`config.mk`:
```
export PLATFORM = sky130hd
export DESIGN_NAME = gbi_position
export DESIGN_NICKNAME = d
export VERILOG_FILES = /design/src/rtl/gbi_pkg.sv /design/src/rtl/gbi_position.sv
export SDC_FILE = /design/constraint.sdc
export NUM_CORES = 1
export LEC_CHECK = 0
export BUFFER_PORTS_ARGS = -buffer_cell sky130_fd_sc_hd__buf_2
export CAP_MARGIN = 20
export CORE_MARGIN = 1
export CORE_UTILIZATION = 43
export DETAILED_ROUTE_END_ITERATION = 12
export SYNTH_ARGS = -nofsm -noshare
export SYNTH_HDL_FRONTEND = slang
export SYNTH_SLANG_ARGS = --single-unit
```
`constraint.sdc`:
```
create_clock -name i_clk -period 7.59 [get_ports i_clk]
set_input_delay 1.1385 -clock i_clk [delete_from_list [all_inputs] [get_ports i_clk]]
set_output_delay 1.1385 -clock i_clk [all_outputs]
set_load 0.02 [all_outputs]
```
`src/rtl/gbi_pkg.sv`:
```
// Shared types and constants for the grid bilinear interpolator.
`timescale 1ns / 1ps

package gbi_pkg;

    // Field widths fixed by the interface.
    localparam int COORD_W     = 24;
    localparam int VALUE_W     = 32;
    localparam int WIDX_W      = 6;
    localparam int POINTS_W    = 7;
    localparam int CFG_INDEX_W = 3;
    localparam int CFG_DATA_W  = 24;

    // Grid position: integer index and Q0.16 weight taken from a Q16.32 product.
    localparam int INDEX_W  = 16;
    localparam int FRAC_W   = 16;
    // A product of two Q1.16 weights reaches exactly 2^32, so it needs 33 bits.
    localparam int WEIGHT_W = 33;
    localparam int PROD_W   = 64;

    // Configuration register reset values.
    localparam logic [COORD_W-1:0]  RST_ENERGY_ORIGIN      = 24'd110762;
    localparam logic [COORD_W-1:0]  RST_ENERGY_STEP_RECIP  = 24'd32768;
    localparam logic [COORD_W-1:0]  RST_TEMP_ORIGIN        = 24'd6554;
    localparam logic [COORD_W-1:0]  RST_TEMP_STEP_RECIP    = 24'd3276800;
    localparam logic [POINTS_W-1:0] RST_ENERGY_POINTS_USED = 7'd41;
    localparam logic [POINTS_W-1:0] RST_TEMP_POINTS_USED   = 7'd51;

    typedef enum logic {
        CMD_WRITE  = 1'b0,
        CMD_LOOKUP = 1'b1
    } t_command;

    typedef enum logic [CFG_INDEX_W-1:0] {
        CFG_ENERGY_ORIGIN      = 3'd0,
        CFG_ENERGY_STEP_RECIP  = 3'd1,
        CFG_TEMP_ORIGIN        = 3'd2,
        CFG_TEMP_STEP_RECIP    = 3'd3,
        CFG_ENERGY_POINTS_USED = 3'd4,
        CFG_TEMP_POINTS_USED   = 3'd5
    } t_cfg_index;

    // Load enables of the six pipeline stages.
    typedef struct packed {
        logic s1;
        logic s2;
        logic s3;
        logic s4;
        logic s5;
        logic s6;
    } t_stage_en;

endpackage

```
`src/rtl/gbi_position.sv`:
```
// Maps one coordinate to a grid index and weight over two pipeline stages.
`timescale 1ns / 1ps

module gbi_position import gbi_pkg::*; (
    input  logic               i_clk,
    input  t_stage_en          i_en,
    input  logic [COORD_W-1:0] i_coord,
    input  logic [COORD_W-1:0] i_origin,
    input  logic [COORD_W-1:0] i_recip,
    output logic [INDEX_W-1:0] o_index,
    output logic [FRAC_W-1:0]  o_frac,
    output logic               o_below
);

    logic [COORD_W-1:0]   r_diff;
    logic                 r_below1;
    logic [COORD_W-1:0]   r_recip_hold;
    logic [2*COORD_W-1:0] n_pos;
    logic [INDEX_W-1:0]   r_index;
    logic [FRAC_W-1:0]    r_frac;
    logic                 r_below2;

    // Offset from the origin; the product is an unsigned Q16.32 position.
    assign n_pos = r_diff * r_recip_hold;

    // Stage 1: subtract the origin and note coordinates below it.
    always_ff @(posedge i_clk) begin
        if (i_en.s1) begin
            r_diff       <= i_coord - i_origin;
            r_below1     <= (i_coord < i_origin);
            r_recip_hold <= i_recip;
        end
    end

    // Stage 2: scale by the reciprocal step; a coordinate below origin maps to 0.
    always_ff @(posedge i_clk) begin
        if (i_en.s2) begin
            r_below2 <= r_below1;
            if (r_below1) begin
                r_index <= '0;
                r_frac  <= '0;
            end else begin
                r_index <= n_pos[2*COORD_W-1:2*COORD_W-INDEX_W];
                r_frac  <= n_pos[2*COORD_W-INDEX_W-1:2*COORD_W-INDEX_W-FRAC_W];
            end
        end
    end

    assign o_index = r_index;
    assign o_frac  = r_frac;
    assign o_below = r_below2;

endmodule

```
* Yosys cells after proc, flatten, opt, wreduce, memory -nomap -nowiden
Cells that the tools add are included.
** Storage, ports and cells
- Register bits after elaboration :: 82
- Bits of input ports :: 79
- Output and inout port bits :: 33
- Logic and storage cells :: 9
** Operators by class
- Add/subtract/negate cells :: 1
- $mul :: 1
- $lt $le $gt $ge :: 1
** Operator list (number)
- $mul A24 B24 Y48 :: 1
- $lt A24 B24 Y1 :: 1
- $sub A24 B24 Y24 :: 1

* Depth between registers and ports, before layout
- Depth in word-level cells :: 1
- Depth in mapped cells :: 26
- Mapped depth without buffers :: 25

* Worst setup path after synthesis
OpenSTA, ideal clock, no wires.
- Path kind :: register to register
- From :: register r_recip_hold[3]
- To :: register r_index[5], in the netlist o_index[5] (data pin)
- Setup time :: 0.266 ns
- Arrival time :: 6.498 ns
- Data required time :: 7.324 ns
- Slack :: 0.826 ns
- Cell stages (with the launch flop) :: 26
- Path buffers :: 1
- Path through :: edfxtp_1 > clkbuf_1 > nand2_1 > fa_1 > inv_1 > fa_1 > inv_1 > fa_1 > inv_1 > fa_1 > inv_1 > fa_1 > inv_1 > fa_1 > inv_1 > fa_1 > inv_1 > ha_1 > and4_4 > o2111a_1 > o31ai_4 > a41oi_4 > a221o_1 > a21oi_2 > xor2_1 > nor2_1
** Between the ends
- Word-level cells in the longest chain between the ends :: 1
** Ends and longest elaborated chain
- start: declaration :: line gbi_position.sv:17 : logic [COORD_W-1:0] r_recip_hold;
- start signal: assignment :: line gbi_position.sv:31 : r_recip_hold <= i_recip;
- $mul A24 B24 Y48 :: line gbi_position.sv:24 : assign n_pos = r_diff * r_recip_hold;
- end signal: assignment :: line gbi_position.sv:43 : r_index <= n_pos[2*COORD_W-1:2*COORD_W-INDEX_W];
- end: declaration :: line gbi_position.sv:19 : logic [INDEX_W-1:0] r_index;
No other way between the ends.
A chain may end at the register's enable or synchronous reset.

* Final worst setup path
- From :: register r_recip_hold[2]
- To :: register r_index[15], in the netlist o_index[15] (data pin)
The elaborated chain is that of the path after synthesis.

==> flow_metrics.py <==
metrics = {
    "status": {
        "status": "complete, no violations",
    },
    "final_layout": {
        "area_growth_pct": 9.56,
        "layout_commonest_cell": "inv_1",
        "fin_nets": 3270,
        "fillers": 4912,
        "layout.cells.non_filler": 3201,
        "drive_above_1_share": 0.0917,
        "layout_common_cells": "inv_1, fa_1, nand2_1",
    },
    "worst_setup_path": {
        "worstPathCellList": "buf_4 -> and2_1 -> fa_1 -> fa_1 -> inv_1 -> fa_1 -> fa_1 -> inv_1 -> fa_1 -> fa_1 -> inv_1 -> fa_1 -> inv_1 -> ha_1 -> a21o_1 -> a21o_1 -> a21oi_1 -> o21a_1 -> o31ai_4 -> a31oi_1 -> o221ai_1 -> xnor2_1 -> nor2_1",
        "path_buf_inv": 5,
        "critical-path-top-delay-family": "adder cells",
        "required_ns": 7.72,
        "crit_slowest_cell": "edfxtp_1",
        "max_stage_delay_ns": 0.59,
        "endpoint_kind": "flop",
        "crit_arrival_ns": 7.48,
        "cp-start-kind": "flop",
        "cp_common_cell": "fa_1",
        "critPathMaxFanout": 11,
        "critPathKind": "flop to flop",
    },
    "clock_network": {
        "insertion_delay_ns": 0.40,
        "clockBufferDepth": 2,
        "cts_tree": "built",
        "cts_resized": 0,
        "clock_sinks": 82,
        "path_clk_slew_ns": 0.08,
        "cts_root_buf": "clkbuf_16",
        "cts_buffers": 9,
        "h-tree-depth": 3,
    },
    "place": {
        "dp_cells": 3180,
        "gp_congestion": 0.876,
        "post-dp-hpwl_um": 47600,
        "portBuffers": 107,
    },
    "floorplanning": {
        "rows": 83,
        "die_w_um": 230,
        "initial_core_util": 0.437,
        "die_y_um": 230,
        "die-area_um2": 53100,
        "ios": 112,
        "coreArea_um2": 51400,
    },
    "drt": {
        "wl_met3_um": 3340,
        "wl_met1_um": 23600,
        "wl_per_cell_um": 18.2,
        "dr.pass1.iters": 5,
        "wl_met2_um": 29400,
        "highest_layer": "met4",
        "dr_total_vias": 16319,
        "drt-initial-drc-count": 867,
        "drtAntennaViolNets": 0,
        "route.detailed.drc": 0,
        "viasPerCell": 5.10,
        "wirelength_um": 58200,
    },
    "global_routing": {
        "grt_pass1_wl_um": 93600,
        "grt_max_degree": 50,
        "grtUsageTotal": 0.230,
        "grt_pass1_vias": 17605,
        "antenna_found_initial": 1,
        "overflow": 0,
    },
    "sta": {
        "tns_ns": 0,
        "fmax_mhz": 136,
        "relSlewSlack": 0.289,
        "finClkSkew_ns": 0.0147,
        "fin_crit_sh": 0.969,
        "slew_violations": 0,
        "rsz0062_at_grt": "no",
        "whs_ns": 0.897,
        "setup_viol": 0,
        "finalCriticalPeriod_ns": 7.35,
        "worst_slew_pin_slew_ns": 1.07,
        "hold_viol_final": 0,
    },
    "synthesis": {
        "syn_area_per_cell_um2": 9.33,
        "ys_seq_area_frac": 0.110,
        "synthTopCellsByArea": "fa_1, edfxtp_1, ha_1",
        "yosys_register_bits": 82,
        "netlist_instances": 2405,
        "synth_edf_count": 82,
        "yosys.area.top_type_share": 0.430,
        "synth_area_um2": 22400,
        "synth_ff_type": "edfxtp_1",
        "synth_area_leader_cell": "fa_1",
        "synth_cell_type_count": 54,
        "yosys_warnings": 0,
        "async_flop_share": 0,
        "syn_nets": 3160,
    },
    "flow_run": {
        "max_cap_violations": 0,
    },
    "min_path": {
        "hold_class": "flop to flop",
    },
}
[cell families (layout without fill, tap and decap cells)]
family	count (synthesis)	in the layout	share of synthesized area
flops	82	82	0.110
mux	1	1	0.000446
xor+xnor	51	51	0.0199
fa+ha+maj	676	676	0.538
other cells	0	1	0
buf+inv	693	808	0.116
compound gates	181	181	0.0551
simple gates	721	721	0.161
[worst paths after layout]
path	slack, ns	to	cells after the start	from
worst max-delay path	0.24	o_index[15]	23	r_recip_hold[2]
worst min-delay path	0.90	o_below	1	r_below1
worst max register to register	0.24	o_index[15]	23	r_recip_hold[2]
worst min register to register	0.90	o_below	1	r_below1
[layout make-up]
| class | count | area (um^2) | area share |
|---|---|---|---|
| diodes | 1 | 2.50 | 0.000102 |
| clock buffers | 9 | 225 | 0.00916 |
| clock inverters | 7 | 61.3 | 0.00249 |
| inverters | 585 | 2200 | 0.0893 |
| multi-input cells | 1630 | 17400 | 0.707 |
| flip-flops and latches | 82 | 2460 | 0.100 |
| well taps | 680 | 851 | 0.0346 |
| repair buffers | 207 | 1410 | 0.0574 |
[sequential cells by signal (all words and copies together) (netlist names)]
| register | flops |
|---|---|
| r_recip_hold | 24 |
| o_frac | 16 |
| o_below | 1 |
| r_diff | 24 |
| r_below1 | 1 |
| o_index | 16 |
[layer usage]
| layer | GRT usage | vias to the layer above |
|---|---|---|
| li1 | - | 7363 |
| met1 | 0.290 | 8437 |
| met2 | 0.398 | 436 |
| met3 | 0.0398 | 83 |
| met4 | 0.0760 | 0 |
| met5 | 0 | - |
[synthesized netlist by cell type (2+ instances only)]
library cell,count
nor3b_1,2
clkbuf_1,107
and3_1,13
nand2b_1,5
xnor2_1,37
o21ai_0,23
and4_1,3
a21oi_1,49
nor3_1,6
nor2b_1,5
o21bai_1,8
ha_1,194
o31ai_4,2
inv_1,585
a221o_1,2
edfxtp_1,82
a211oi_1,6
nand4_1,16
nor2_1,53
o2111ai_1,4
o21a_1,5
xor2_1,14
o221ai_1,2
and2_1,289
a31oi_1,7
o21ai_1,4
o211ai_1,4
nand2_1,308
fa_1,482
a21o_1,52
nand3_1,13
[metrics by stage]
stage,utilization,setup slack (ns),area [um^2]
final,0.478,0.236,24600
after global routing,0.478,0.0328,24600
after CTS,0.477,0.286,24500
after detailed placement,0.472,0.313,24300
after global placement,0.472,0.392,24300
after floorplan,-,0.826,22400
[timing repair]
| action | 4_1_cts | 5_1_grt |
|---|---|---|
| setup buffers | 0 | 4 |
| endpoints found under the setup margin | 0 | 1 |
| hold buffers | 0 | 0 |
| endpoints found under the hold margin | 0 | 0 |
Power is not shown: default switching activity piles up to over one toggle a cycle in this logic, so the estimate is an artifact.
